==> src/hw/rtl/pkbd_pkg.sv <==
// package: register indexes, constants and key helper functions
`timescale 1ns / 1ps

package pkbd_pkg;

   localparam int unsigned ByteWidth = 8;
   localparam int unsigned PositionWidth = 64;
   localparam int unsigned CsrDataWidth = 64;
   localparam logic [ByteWidth-1:0] TableBLast = 8'h6B;
   localparam logic [4:0] TableBLastIndex = 5'd16;

   typedef enum logic [1:0] {
      CSR_TABLE_A_LOW  = 2'd0,
      CSR_TABLE_A_HIGH = 2'd1,
      CSR_TABLE_B_LOW  = 2'd2,
      CSR_TABLE_B_HIGH = 2'd3
   } csr_index_type;

   // position mod 17: 256 is 1 mod 17 and 16 is -1 mod 17
   function automatic logic [4:0] pos_mod17(input logic [PositionWidth-1:0] pos);
      logic [10:0] byte_sum;
      logic [8:0] fold;
      logic signed [5:0] diff;
      byte_sum = '0;
      for (int k = 0; k < 8; k++) begin
         byte_sum = byte_sum + {3'b000, pos[8*k +: 8]};
      end
      fold = {1'b0, byte_sum[7:0]} + {6'b000000, byte_sum[10:8]};
      diff = $signed({2'b00, fold[3:0]}) - $signed({2'b00, fold[7:4]})
             + $signed({5'b00000, fold[8]});
      if (diff < 0) begin
         diff = diff + 6'sd17;
      end
      return diff[4:0];
   endfunction

   // byte idx of a 16-byte table held as two 64-bit words
   function automatic logic [ByteWidth-1:0] table_byte(input logic [63:0] lo,
                                                       input logic [63:0] hi,
                                                       input logic [3:0] idx);
      logic [63:0] word;
      word = idx[3] ? hi : lo;
      return word[8*idx[2:0] +: 8];
   endfunction

   // xor of the four bytes of the low 32 bits of the position
   function automatic logic [ByteWidth-1:0] key_fold(input logic [PositionWidth-1:0] pos);
      return pos[7:0] ^ pos[15:8] ^ pos[23:16] ^ pos[31:24];
   endfunction

endpackage

==> src/hw/rtl/position_keyed_byte_decrypt_top.sv <==
// position keyed byte decrypt: top level
//
// input channel req_*: one cipher byte, its 64-bit key position and an end
// marker per transfer; a transfer happens when req_valid is high and
// req_stall is low. result channel rsp_*: the plain byte and the copied end
// marker, with the same valid/stall rule.
// tables A and B are loaded through csr_write_enable / csr_index /
// csr_write_data; the user must load them only while the block is idle, and
// the block itself does not enforce this. byte 16 of table B is fixed.
// a request taken goes into the input register, then the result register,
// from which it can transfer out. throughput: one byte per cycle while
// rsp_stall is low; the mod-17 table index, the table muxes and the xor
// chain sit between the two registers. a stalled result holds rsp_* steady;
// the input register can still take one request while the result waits,
// and req_stall rises only when both registers are full and rsp_stall is high.
// reset (synchronous) empties both registers and clears all tables to zero.
`timescale 1ns / 1ps

module position_keyed_byte_decrypt_top
   import pkbd_pkg::*;
(
   input  logic                     clock,
   input  logic                     reset,
   input  logic                     req_valid,
   output logic                     req_stall,
   input  logic [ByteWidth-1:0]     req_byte_in,
   input  logic [PositionWidth-1:0] req_position,
   input  logic                     req_end_of_block,
   output logic                     rsp_valid,
   input  logic                     rsp_stall,
   output logic [ByteWidth-1:0]     rsp_byte_out,
   output logic                     rsp_end_of_block_out,
   input  logic                     csr_write_enable,
   input  csr_index_type            csr_index,
   input  logic [CsrDataWidth-1:0]  csr_write_data
);

   logic [63:0] table_a_low_ff, table_a_high_ff, table_b_low_ff, table_b_high_ff;

   logic                     s1_valid_ff;
   logic [ByteWidth-1:0]     s1_byte_ff;
   logic [PositionWidth-1:0] s1_position_ff;
   logic                     s1_eob_ff;

   logic                 rsp_valid_ff;
   logic [ByteWidth-1:0] rsp_byte_ff;
   logic                 rsp_eob_ff;

   logic rsp_load;
   logic req_take;
   logic [4:0] b_index;
   logic [ByteWidth-1:0] b_key;
   logic [ByteWidth-1:0] after_b;
   logic [ByteWidth-1:0] after_nibble;
   logic [ByteWidth-1:0] rsp_byte_in;

   // result register is free when empty or its transfer completes now
   assign rsp_load  = !rsp_valid_ff || !rsp_stall;
   assign req_stall = s1_valid_ff && !rsp_load;
   assign req_take  = req_valid && !req_stall;

   always_ff @(posedge clock) begin
      if (reset) begin
         table_a_low_ff  <= '0;
         table_a_high_ff <= '0;
         table_b_low_ff  <= '0;
         table_b_high_ff <= '0;
      end else if (csr_write_enable) begin
         unique case (csr_index)
            CSR_TABLE_A_LOW:  table_a_low_ff  <= csr_write_data;
            CSR_TABLE_A_HIGH: table_a_high_ff <= csr_write_data;
            CSR_TABLE_B_LOW:  table_b_low_ff  <= csr_write_data;
            CSR_TABLE_B_HIGH: table_b_high_ff <= csr_write_data;
            default: ;
         endcase
      end
   end

   // input register
   always_ff @(posedge clock) begin
      if (reset) begin
         s1_valid_ff <= 1'b0;
      end else if (req_take) begin
         s1_valid_ff <= 1'b1;
      end else if (rsp_load) begin
         s1_valid_ff <= 1'b0;
      end
   end

   always_ff @(posedge clock) begin
      if (req_take) begin
         s1_byte_ff     <= req_byte_in;
         s1_position_ff <= req_position;
         s1_eob_ff      <= req_end_of_block;
      end
   end

   always_comb begin
      b_index = pos_mod17(s1_position_ff);
      if (b_index == TableBLastIndex) begin
         b_key = TableBLast;
      end else begin
         b_key = table_byte(table_b_low_ff, table_b_high_ff, b_index[3:0]);
      end
      after_b      = s1_byte_ff ^ b_key;
      after_nibble = after_b ^ {after_b[3:0], 4'b0000};
      rsp_byte_in  = after_nibble
                     ^ table_byte(table_a_low_ff, table_a_high_ff, s1_position_ff[3:0])
                     ^ key_fold(s1_position_ff);
   end

   // result register
   always_ff @(posedge clock) begin
      if (reset) begin
         rsp_valid_ff <= 1'b0;
      end else if (rsp_load) begin
         rsp_valid_ff <= s1_valid_ff;
      end
   end

   always_ff @(posedge clock) begin
      if (rsp_load && s1_valid_ff) begin
         rsp_byte_ff <= rsp_byte_in;
         rsp_eob_ff  <= s1_eob_ff;
      end
   end

   assign rsp_valid            = rsp_valid_ff;
   assign rsp_byte_out         = rsp_byte_ff;
   assign rsp_end_of_block_out = rsp_eob_ff;

endmodule

==> config.mk <==
export PLATFORM = sky130hd
export DESIGN_NAME = position_keyed_byte_decrypt_top
export DESIGN_NICKNAME = d
export VERILOG_FILES = /design/src/hw/rtl/pkbd_pkg.sv /design/src/hw/rtl/position_keyed_byte_decrypt_top.sv
export SDC_FILE = /design/constraint.sdc
export NUM_CORES = 1
export LEC_CHECK = 0
export BUFFER_PORTS_ARGS = -buffer_cell sky130_fd_sc_hd__buf_2
export CAP_MARGIN = 20
export CORE_UTILIZATION = 40
export DETAILED_ROUTE_END_ITERATION = 6
export HOLD_SLACK_MARGIN = 0.02
export SYNTH_ARGS = -nofsm -noshare
export SYNTH_HDL_FRONTEND = slang
export SYNTH_SLANG_ARGS = --single-unit
==> constraint.sdc <==
create_clock -name clock -period 26.4 [get_ports clock]
set_clock_uncertainty 0.1 [all_clocks]
set_input_delay 1.32 -clock clock [delete_from_list [all_inputs] [get_ports clock]]
set_output_delay 1.32 -clock clock [all_outputs]
set_load 0.02 [all_outputs]
After elaboration in Yosys (flattened, before gate mapping). Cells that the tools add are included. Widths: inputs -> output; s select.

Logic and storage cells: 56. Bits of input ports: 144. Register bits: 340.

Reductions and logical operators: 14. Order comparisons: 1. Bitwise gates (word level): 7. Multiplexer cells: 6. Shift-type cells: 2. Equal/unequal tests: 4. Add/subtract/negate cells: 11.

Operators by type and width (number): $mux 64 (2); $shiftx 64x7->8 (2); $xor 8x8->8 (7); $add 11x8->11 (4); $add 10x8->11 (1); $add 9x8->10 (1); $add 8x3->9 (1); $add 8x8->9 (1); $mux 8 (1); $reduce_and 2->1 (4); $add 5x2->6 (1); $lt 6x1->1 const B (1); $add 5x5->5 const B (1); $eq 5x5->1 const B (1); $mux 5 (1); $sub 4x4->5 (1); $eq 2x2->1 const B (2); $logic_not 1->1 (4); $logic_and 1x1->1 (3); $eq 2x1->1 const B (1); $logic_not 2->1 (1); $mux 1 (2); $reduce_bool 2->1 (1); $logic_or 1x1->1 (1).

Depth between registers and ports, before layout. Gate-level depths: netlist (run 1).

Word-level depth: 19. Gate-level depth with buffers: 38.

Worst setup path before layout (run 1). No wires, ideal clock.

Path type: reg2reg. Start: register s1_position_ff[2]. End: register rsp_byte_ff[7] (netlist: rsp_byte_out[7]) (data pin). Cell stages (with the launch flop): 32. Slack: 18.031 ns. Data arrival time: 8.001 ns. Setup time: 0.268 ns. Data required time: 26.032 ns. Buffers on the path: 1. Cells stage by stage: edfxtp_1 > fa_1 > inv_1 > fa_1 > inv_1 > fa_1 > fa_1 > ha_1 > fa_1 > a21o_1 > a21oi_1 > o21bai_1 > a21oi_1 > xnor2_1 > ha_1 > fa_1 > a21o_1 > nand2_1 > xnor2_1 > ha_1 > fa_1 > inv_1 > ha_1 > ha_1 > nor2b_1 > mux2_1 > clkbuf_1 > a221oi_2 > nor2_1 > o32ai_2 > xor2_1 > xnor3_1.

Word-level cells in the longest chain between the ends: 19. Elaborated cells on any way between the ends: 22.

RTL lines: start, declared (line position_keyed_byte_decrypt_top.sv:42) `logic [PositionWidth-1:0] s1_position_ff;`; start signal, assigned (line position_keyed_byte_decrypt_top.sv:93) `s1_position_ff <= req_position;`; $add 8x8->9 (line pkbd_pkg.sv:26) `byte_sum = byte_sum + {3'b000, pos[8*k +: 8]};`; $add 9x8->10 (line pkbd_pkg.sv:26); $add 10x8->11 (line pkbd_pkg.sv:26); $add 11x8->11 (4 in series) (line pkbd_pkg.sv:26); $add 8x3->9 (line pkbd_pkg.sv:28) `fold = {1'b0, byte_sum[7:0]} + {6'b000000, byte_sum[10:8]};`; $sub 4x4->5 (line pkbd_pkg.sv:29) `diff = $signed({2'b00, fold[3:0]}) - $signed({2'b00, fold[7:4]})`; $add 5x2->6 (line pkbd_pkg.sv:30) `+ $signed({5'b00000, fold[8]});`; $add 5x5->5 or $lt 6x1->1 (tied branches) (line pkbd_pkg.sv:32, pkbd_pkg.sv:31); $mux 5 (line pkbd_pkg.sv:31) `if (diff < 0) begin`; $mux 64 (line pkbd_pkg.sv:42) `word = idx[3] ? hi : lo;`; $shiftx 64x7->8 (line pkbd_pkg.sv:43) `return word[8*idx[2:0] +: 8];`; $mux 8 (line position_keyed_byte_decrypt_top.sv:100) `if (b_index == TableBLastIndex) begin`; $xor 8x8->8 (line position_keyed_byte_decrypt_top.sv:105) `after_b = s1_byte_ff ^ b_key;`; $xor 8x8->8 (line position_keyed_byte_decrypt_top.sv:106) `after_nibble = after_b ^ {after_b[3:0], 4'b0000};`; $xor 8x8->8 (*) (line position_keyed_byte_decrypt_top.sv:108) `^ table_byte(table_a_low_ff, table_a_high_ff, s1_position_ff[3:0])`; $xor 8x8->8 (*) (line position_keyed_byte_decrypt_top.sv:109) `^ key_fold(s1_position_ff);`; net rsp_byte_in[7] (line position_keyed_byte_decrypt_top.sv:55) `logic [ByteWidth-1:0] rsp_byte_in;`; end signal, assigned (line position_keyed_byte_decrypt_top.sv:123) `rsp_byte_ff <= rsp_byte_in;`; end, declared (line position_keyed_byte_decrypt_top.sv:46) `logic [ByteWidth-1:0] rsp_byte_ff;`.

Mark *: on every way through the listed nets, which the timed path passes. The rest lies on a longest branch. A chain may end at the register's enable or synchronous reset.

Final worst setup path (run 1).
Start: register s1_position_ff[2]. End: register rsp_byte_ff[4] (netlist: rsp_byte_out[4]) (data pin).

Same word-level chain as after synthesis.

==> key figures, run 1 <==
Cells and area
  – Area of the multi-input gates: 7460 µm²
  – Final instance area: 18,300 µm²
  – Final Net Count: 1,996
  – Share of layout cells above drive strength 1: 0.169
  – Area delta synth->final: 15.3%
  – Reg area: 7630 µm²
  – Fillers: 3,675
  – Fin util: 0.470

Synth
  – Ys flop type: dfxtp_1
  – Share of the synthesized area in the top cell type: 0.326
  – Synth Area in Compound Gates: 0.122
  – Gate count of the mapped netlist: 1,679
  – Xor and xnor area share after synthesis: 0.0349
  – Simple-Gate Fraction of Synth Area: 0.149
  – Commonest cells post-synth: nand2_1 (551), a21oi_1 (279), dfxtp_1 (258), clkbuf_1 (92), inv_1 (88)
  – Most common cell in the netlist: nand2_1
  – Post-synth EDFFs: 82
  – Yosys warning total: 0
  – Synth area leader: dfxtp_1
  – Area share of fa/ha/maj cells after synthesis: 0.0786
  – Mapped Area: 15,800 µm²
  – Synth area leaders: dfxtp_1 (33%), edfxtp_1 (16%), nand2_1 (13%)
  – FFs w/ async S/R, synth: 0
  – Post-synthesis mux area share: 0.0851
  – Largest family of logic cells by synthesized area: simple AND/OR/NAND/NOR gates
  – Sequential-to-total area share from yosys stat: 0.482
  – Avg Cell Area, Syn: 9.43 µm²
  – Post-synth cell types: 62
  – Post-Syn Nets: 1,893
  – Count of state elements after synthesis: 340

Setup path
  – Worst path required time: 26.59 ns
  – Flop2flop setup slack: 16.70 ns
  – Crit-path most repeated cell: fa_1
  – Critical Path End Type: flip-flop
  – CP Max Fanout: 45
  – Critical path startpoint category: flip-flop
  – Crit path arrival time: 9.88 ns
  – Slowest CP cell: fa_1
  – Crit Path Category: flip-flop to flip-flop
  – Crit-path max cell delay: 0.66 ns

STA
  – TNS Setup: 0 ns
  – Post-layout min period: 9.70 ns
  – RSZ-0062 raised after global routing: false
  – Final cycle utilization of the critical path: 0.367
  – Slew HR: 0.234
  – Fin. Hold Viols: 0
  – Number of max-slew violations in the final report: 0
  – Max Fclk: 103 MHz
  – Setup violations, final: 0
  – Least-Margin Pin Slew: 1.15 ns
  – Hold WS: 0.333 ns

Place
  – Placed inst area: 17,000 µm²
  – Gp weighted congestion: 0.885
  – Port bufs: 154
  – Post-DP HPWL: 30,100 µm

Routing
  – DR vias/cell: 5.22
  – Post-route ant nets: 0
  – Initial DRT Pass Iterations: 5
  – DR WL/cell: 19.0 µm
  – DRC: 0
  – Vias: 12,166
  – Initial drt markers: 908
  – Post-Route WL: 44,400 µm

Clock tree
  – CTS sink cnt: 340
  – Post-CTS sizing: 0
  – CTS tree: done
  – Hold buffers post-CTS: 0
  – Total CTS buffers: 38
  – Clk pin slew, worst setup/hold paths: 0.06 ns
  – Longest Clk Path Bufs: 3
  – H-tree lvl count: 2
  – Post-CTS setup buffers: 0
  – Worst-skew pair later-pin latency: 0.56 ns
  – CTS root buffer: clkbuf_16

Floorplan
  – Initial core utilization: 0.408
  – Die area: 40,400 µm²
  – Boundary Pins: 155
  – Core area: 38,800 µm²
  – Die Width: 201 µm
  – FP Rows: 72
  – Chip height: 201 µm

Global route
  – Vias in the first global route: 11,890
  – Largest net degree at the start of global routing: 109
  – First-pass GRT wire length: 68,400 µm
  – GRT overflow: 0
  – All-layer global routing usage: 0.220
  – Initial antenna violation count: 2

Outcome
  – Status: finished clean

Run
  – Max Cap Viol: 0

Worst hold path
  – Hold Crit Class: flip-flop to flip-flop
-- worst max-delay path, delay by kind of cell (launching register included) --
kind	cells	cell delay, ns
buffers and inverters	4	0.67
multiplexers	1	0.41
adder cells (fa/ha/maj)	11	4.43
XOR/XNOR	5	1.26
AO/OA/AOI/OAI	8	1.58
flip-flops	1	0.62
AND/OR/NAND/NOR	2	0.34
-- path summary, 6_finish.rpt --
| path | from | endpoint | depth (start not counted) |
|---|---|---|---|
| setup / recovery | s1_position_ff[2] | rsp_byte_out[4] | 31 |
| hold / removal | s1_eob_ff | rsp_end_of_block_out | 0 |
| setup reg to reg | s1_position_ff[2] | rsp_byte_out[4] | 31 |
| hold reg to reg | s1_eob_ff | rsp_end_of_block_out | 0 |
-- registers in the layout, indices dropped and copies added (netlist names) --
| register | cells |
|---|---|
| table_a_high_ff | 64 |
| rsp_byte_out | 8 |
| s1_byte_ff | 8 |
| s1_position_ff | 64 |
| table_a_low_ff | 64 |
| table_b_low_ff | 64 |
| rsp_end_of_block_out | 1 |
| rsp_valid | 1 |
| s1_eob_ff | 1 |
| s1_valid_ff | 1 |
| table_b_high_ff | 64 |
-- placed cells by master, fill, tap and decap left out, types with 21 or more instances in the layout --
cell and n:
ha_1 21, mux2i_1 21, dfxtp_1 258, clkbuf_16 43, a21oi_1 279, buf_2 153
xnor2_1 34, inv_1 88, edfxtp_1 82, fa_1 49, mux4_2 47, nand2_1 551
-- metal layers --
layer | vias to the layer above | wire (µm) | global-route usage
met5 | - | 9 | 0
met4 | 2 | 1340 | 0.0807
met3 | 78 | 2400 | 0.0373
met2 | 341 | 21100 | 0.358
met1 | 5936 | 19500 | 0.293
li1 | 5809 | - | -
-- cell families after synthesis --
| group | count (synthesis) |
|---|---|
| AOI/OAI and AO/OA | 341 |
| xor gates and xnor gates | 52 |
| muxes | 75 |
| buffers and inverters | 197 |
| and+or+nand+nor | 604 |
| DFF | 340 |
| adders and majority gates | 70 |
-- per-stage QoR --
stage / setup slack (ns) / instances
floorplan: 18.03 / 1679
global placement: 16.95 / 2260
detailed placement: 16.79 / 2260
CTS: 16.73 / 2330
global route: 16.22 / 2331
finish: 16.70 / 2331
-- final cells by class --
class,instances,area share
Sequential cell,340,0.418
Multi-Input combinational cell,1142,0.408
Clock buffer,60,0.0657
Timing Repair Buffer,172,0.0500
Tap cell,518,0.0355
Inverter,88,0.0181
Clock inverter,10,0.00439
Antenna cell,1,0.000137
Power of run 1 is not shown: default switching activity piles up to over one toggle a cycle in this logic, so the estimate is an artifact.
==> run 2, diff against run 1 <==
Clock period 26.4 ns to 8.4 ns, I/O delays scaled along.
==> key figures, run 2 (synthesis results as in run 1) <==
Global route
  – Largest net degree at the start of global routing: 152 (+39%)
  – Vias in the first global route: 12,667 (+6.5%)
  – All-layer global routing usage: 0.229 (+0.00943)
  – First-pass GRT wire length: 72,000 µm (+5.2%)
  – Initial antenna violation count: 3 (+1)
  – GRT overflow: 0 (unchanged)

Routing
  – DR WL/cell: 18.6 µm (-2.1%)
  – Post-Route WL: 46,300 µm (+4.4%)
  – DRC: 0 (unchanged)
  – Post-route ant nets: 0 (unchanged)
  – Initial DRT Pass Iterations: 7 (+2)
  – Vias: 12,747 (+4.8%)
  – Initial drt markers: 1,060 (+17%)
  – DR vias/cell: 5.13 (-1.7%)

STA
  – Least-Margin Pin Slew: 1.13 ns (-0.0160 ns)
  – Max Fclk: 121 MHz (+17%)
  – Number of max-slew violations in the final report: 0 (unchanged)
  – Fin. Hold Viols: 0 (unchanged)
  – Slew HR: 0.245 (+0.0107)
  – RSZ-0062 raised after global routing: true
  – Setup violations, final: 0 (unchanged)
  – TNS Setup: 0 ns (unchanged)
  – Final cycle utilization of the critical path: 0.988 (+0.621)
  – Post-layout min period: 8.30 ns (-1.40 ns)
  – Hold WS: 0.0427 ns (-0.290 ns)

Floorplan
  – Boundary Pins: 155 (unchanged)
  – Initial core utilization: 0.408 (unchanged)
  – FP Rows: 72 (unchanged)
  – Core area: 38,800 µm² (unchanged)
  – Die area: 40,400 µm² (unchanged)
  – Die Width: 201 µm (unchanged)
  – Chip height: 201 µm (unchanged)

Setup path
  – CP Max Fanout: 6 (-87%)
  – Critical Path End Type: flip-flop
  – Delay-heaviest family, CP: adder cells
  – Critical path startpoint category: flip-flop
  – Worst path required time: 8.60 ns (-17.99 ns)
  – Slowest CP cell: fa_2
  – Worst r2r dst: rsp_byte_out[6]
  – Crit-path max cell delay: 0.59 ns (-0.07 ns)
  – Reg-to-reg startpoint: s1_position_ff[27]
  – WP buf/inv: 4 (unchanged)
  – Crit path to: rsp_byte_out[6]
  – R2R depth: 32 (+3.2%)
  – Critical Path Start: s1_position_ff[27]
  – Critical path depth: 32 (+3.2%)
  – Crit path arrival time: 8.50 ns (-1.38 ns)
  – Flop2flop setup slack: 0.10 ns (-16.60 ns)
  – Crit Path Category: flip-flop to flip-flop

Place
  – Gp weighted congestion: 0.885 (about the same)
  – Port bufs: 154 (unchanged)
  – Post-DP HPWL: 31,100 µm (+3.4%)
  – Placed inst area: 17,400 µm² (+2.6%)

Cells and area
  – Fillers: 3,546 (-3.5%)
  – Final instance area: 20,100 µm² (+10%)
  – Area delta synth->final: 26.8%
  – Final Net Count: 2,156 (+8.0%)
  – Most common cell after layout, fill and taps aside: nand2_1
  – Most frequent cells in the layout: nand2_1 (549), a21oi_1 (272), dfxtp_1 (258), buf_2 (153), inv_1 (86)
  – Antenna cells: 0 (-1)
  – Share of layout cells above drive strength 1: 0.217 (+0.0477)
  – Fin util: 0.517 (+0.0469)

Clock tree
  – Worst-skew pair later-pin latency: 0.56 ns (about the same)
  – Longest Clk Path Bufs: 3 (unchanged)
  – CTS sink cnt: 340 (unchanged)
  – H-tree lvl count: 2 (unchanged)
  – Total CTS buffers: 38 (unchanged)
  – CTS root buffer: clkbuf_16
  – Clk pin slew, worst setup/hold paths: 0.06 ns (about the same)
  – CTS tree: done

Run
  – Max Cap Viol: 0 (unchanged)

Worst hold path
  – Hold Crit Class: primary input to flip-flop

Outcome
  – Status: finished clean
[run 2: cell count changes in the layout (fill, tap and decap cells not counted), sizes merged]
cell / before / now
dlygate4sd3: 0 / 84
clkbuf: 60 / 52
buf: 172 / 248
clkinvlp: 0 / 1
clkinv: 8 / 9
inv: 89 / 90
diode: 1 / 0
[run 2: stage by stage]
step	instances	setup slack (ns)
floorplan	1679	0.0311
global placement	2317	-0.126
detailed placement	2317	-0.350
CTS	2472	0.0155
global route	2485	-0.236
finish	2485	0.102
[run 2: worst min-delay path by stage]
stage                     depth (start not counted)                from  slack, ns              endpoint
after CTS                                         3  csr_write_data[62]       0.02    table_b_low_ff[62]
after global routing                              3  csr_write_data[20]       0.04    table_b_low_ff[20]
after global placement                            0           s1_eob_ff       0.30  rsp_end_of_block_out
final                                             3  csr_write_data[62]       0.04    table_a_low_ff[62]
after detailed placement                          0           s1_eob_ff       0.32  rsp_end_of_block_out
after floorplan                                   0           s1_eob_ff       0.30  rsp_end_of_block_out
[run 2: layer usage]
metal	routed length, µm	GRT usage	up-vias
met5	38	0	-
met4	1210	0.0744	6
met3	2470	0.0349	71
met2	22500	0.380	344
met1	20000	0.306	6186
li1	-	-	6140
[run 2: layout make-up]
class	instances	area, µm²	area share
timing repair buffer	332	2450	0.122
sequential	340	7630	0.380
clock inverter	13	105	0.00523
clock buffer	52	1060	0.0530
inverter	88	330	0.0165
tap	518	648	0.0323
multi-input combinational	1142	7850	0.391
[run 2: worst register-to-register path, delay by kind of cell (launching register included)]
kind / cells / cell delay (ns)
buffers and inverters: 4 / 0.32
XOR/XNOR: 4 / 0.90
AND/OR/NAND/NOR: 3 / 0.37
AO/OA/AOI/OAI: 12 / 2.10
multiplexers: 1 / 0.30
flip-flops: 1 / 0.43
adder cells (fa/ha/maj): 8 / 3.54
[run 2: timing repair]
item | CTS | global route
hold buffers | 84 | 0
endpoints found under the hold margin | 89 | 0
pin swaps | 11 | 43
setup endpoints to repair | 8 | 8
setup buffers | 6 | 15
gates resized for setup | 17 | 71
Power of run 2 is left out for the same reason.
==> run 3, diff against run 2 <==
Clock period 8.4 ns to 6.7 ns, I/O delays scaled along.
==> key figures, run 3 (synthesis results as in run 1) <==
Place
  – Post-DP HPWL: 31,500 µm (+1.1%)
  – Gp weighted congestion: 0.947 (+7.1%)
  – Port bufs: 154 (unchanged)

Setup path
  – Crit Path Category: flip-flop to flip-flop
  – CP Max Fanout: 7 (+1)
  – Crit path arrival time: 8.17 ns (-0.33 ns)
  – WP buf/inv: 5 (+1)
  – Slowest CP cell: fa_1
  – Crit-path most repeated cell: fa_1
  – Worst path required time: 6.89 ns (-1.71 ns)
  – Delay-heaviest family, CP: adder cells
  – Critical path startpoint category: flip-flop
  – Critical Path End Type: flip-flop
  – Crit-path max cell delay: 0.57 ns (-0.02 ns)

Clock tree
  – Clk pin slew, worst setup/hold paths: 0.06 ns (about the same)
  – CTS root buffer: clkbuf_16
  – CTS tree: done
  – CTS sink cnt: 340 (unchanged)
  – Total CTS buffers: 38 (unchanged)
  – H-tree lvl count: 2 (unchanged)
  – Longest Clk Path Bufs: 3 (unchanged)
  – Worst-skew pair later-pin latency: 0.55 ns (about the same)

Cells and area
  – Fillers: 3,432 (-3.2%)
  – Fin util: 0.544 (+0.0269)
  – Reg area: 7630 µm² (unchanged)
  – Share of layout cells above drive strength 1: 0.233 (+0.0157)
  – Most common cell after layout, fill and taps aside: nand2_1
  – Area of the multi-input gates: 7910 µm² (+0.76%)
  – Final Net Count: 2,247 (+4.2%)
  – Most frequent cells in the layout: nand2_1 (549), a21oi_1 (264), dfxtp_1 (258), buf_2 (153), dlygate4sd3_1 (139)
  – Area delta synth->final: 33.4%
  – Antenna cells: 0 (unchanged)

Routing
  – Initial DRT Pass Iterations: 5 (-2)
  – DR vias/cell: 5.14 (+0.12%)
  – DR WL/cell: 18.6 µm (-0.33%)
  – Vias: 13,250 (+3.9%)
  – Initial drt markers: 1,026 (-3.2%)
  – Post-Route WL: 47,900 µm (+3.5%)
  – DRC: 0 (unchanged)
  – Post-route ant nets: 0 (unchanged)

Global route
  – All-layer global routing usage: 0.239 (+0.00962)
  – Met2 Use GR: 0.397 (+0.0177)
  – Largest net degree at the start of global routing: 156 (+2.6%)
  – Initial antenna violation count: 1 (-2)
  – Most used routing layer: met2
  – GRT overflow: 0 (unchanged)
  – Met3 usage: 0.0367 (+0.00179)
  – First-pass GRT wire length: 74,800 µm (+3.9%)
  – Met1 Use GR: 0.312 (+0.00596)
  – Vias in the first global route: 13,365 (+5.5%)

STA
  – Slack of the critical path: -1.28 ns (-1.39 ns)
  – RSZ-0062 raised after global routing: true
  – Setup violations, final: 8 (+8)
  – TNS Setup: -9.90 ns (-9.90 ns)
  – Least-Margin Pin Slew: 1.13 ns (-0.00491 ns)
  – Slew HR: 0.248 (+0.00327)
  – Number of max-slew violations in the final report: 0 (unchanged)
  – Fin. Hold Viols: 0 (unchanged)
  – Final cycle utilization of the critical path: 1.19 (+0.204)
  – Max Fclk: 125 MHz (+3.9%)
  – Post-layout min period: 7.98 ns (-0.313 ns)

Floorplan
  – Die Width: 201 µm (unchanged)
  – Boundary Pins: 155 (unchanged)
  – Core area: 38,800 µm² (unchanged)
  – FP Rows: 72 (unchanged)
  – Die area: 40,400 µm² (unchanged)
  – Initial core utilization: 0.408 (unchanged)
  – Chip height: 201 µm (unchanged)

Outcome
  – Failing checks: setup timing
  – Status: finished with violations

Run
  – Max Cap Viol: 0 (unchanged)

Worst hold path
  – Hold Crit Class: primary input to flip-flop
## run 3: changes by cell type in the layout (fill, tap and decap cells not counted), sizes merged
cell | previous run | this run
clkinvlp | 1 | 0
dlygate4sd3 | 84 | 139
buf | 248 | 282
bufinv | 1 | 0
clkinv | 9 | 10
bufbuf | 0 | 1
clkbuf | 52 | 58
## run 3: timing repair
| item | CTS | global route |
|---|---|---|
| setup buffers | 12 | 7 |
| hold buffers | 139 | 0 |
| gates resized for setup | 23 | 40 |
| pin swaps | 9 | 12 |
| endpoints found under the hold margin | 331 | 0 |
| setup endpoints to repair | 8 | 8 |
| gates cloned | 2 | 1 |
## run 3: final cells by class
cell class                      count  share of cell area
Timing Repair Buffer              423               0.162
Inverter                           88              0.0156
Clock buffer                       57              0.0532
Sequential cell                   340               0.361
Clock inverter                     12             0.00308
Tap cell                          518              0.0307
Multi-Input combinational cell   1142               0.375
## run 3: stage by stage
step           setup slack [ns]  hold WS, ns  instance area, µm²  std cells
2_1_floorplan            -0.954        0.300               16000       1679
3_3_place_gp              -1.16        0.304               17900       2349
3_5_place_dp              -1.31        0.306               17900       2349
4_1_cts                   -1.25        0.319               20800       2571
5_1_grt                   -1.58        0.173               21100       2580
6_report                  -1.28        0.159               21100       2580
## run 3: layer usage
layer | part of all wire | wire (µm)
met1 | 0.43 | 20500
met2 | 0.49 | 23500
met3 | 0.051 | 2430
met4 | 0.032 | 1550
met5 | 0 | 0
## run 3: worst reg2reg max path, delay by kind of cell (launching register included)
| kind | cells | cell delay (ns) |
|---|---|---|
| adders and majority gates | 10 | 3.82 |
| DFF | 1 | 0.40 |
| buffers and inverters | 5 | 0.54 |
| and+or+nand+nor | 4 | 0.51 |
| muxes | 1 | 0.20 |
| AOI/OAI and AO/OA | 8 | 1.48 |
| xor gates and xnor gates | 4 | 0.67 |
## run 3: worst paths after layout
kind,from,endpoint,slack [ns],cells past startpoint
max,s1_position_ff[18],rsp_byte_out[7],-1.28,32
min,reset,table_a_high_ff[45],0.16,2
max reg2reg,s1_position_ff[18],rsp_byte_out[7],-1.28,32
min reg2reg,s1_eob_ff,rsp_end_of_block_out,0.33,0
Power of run 3 is left out for the same reason.
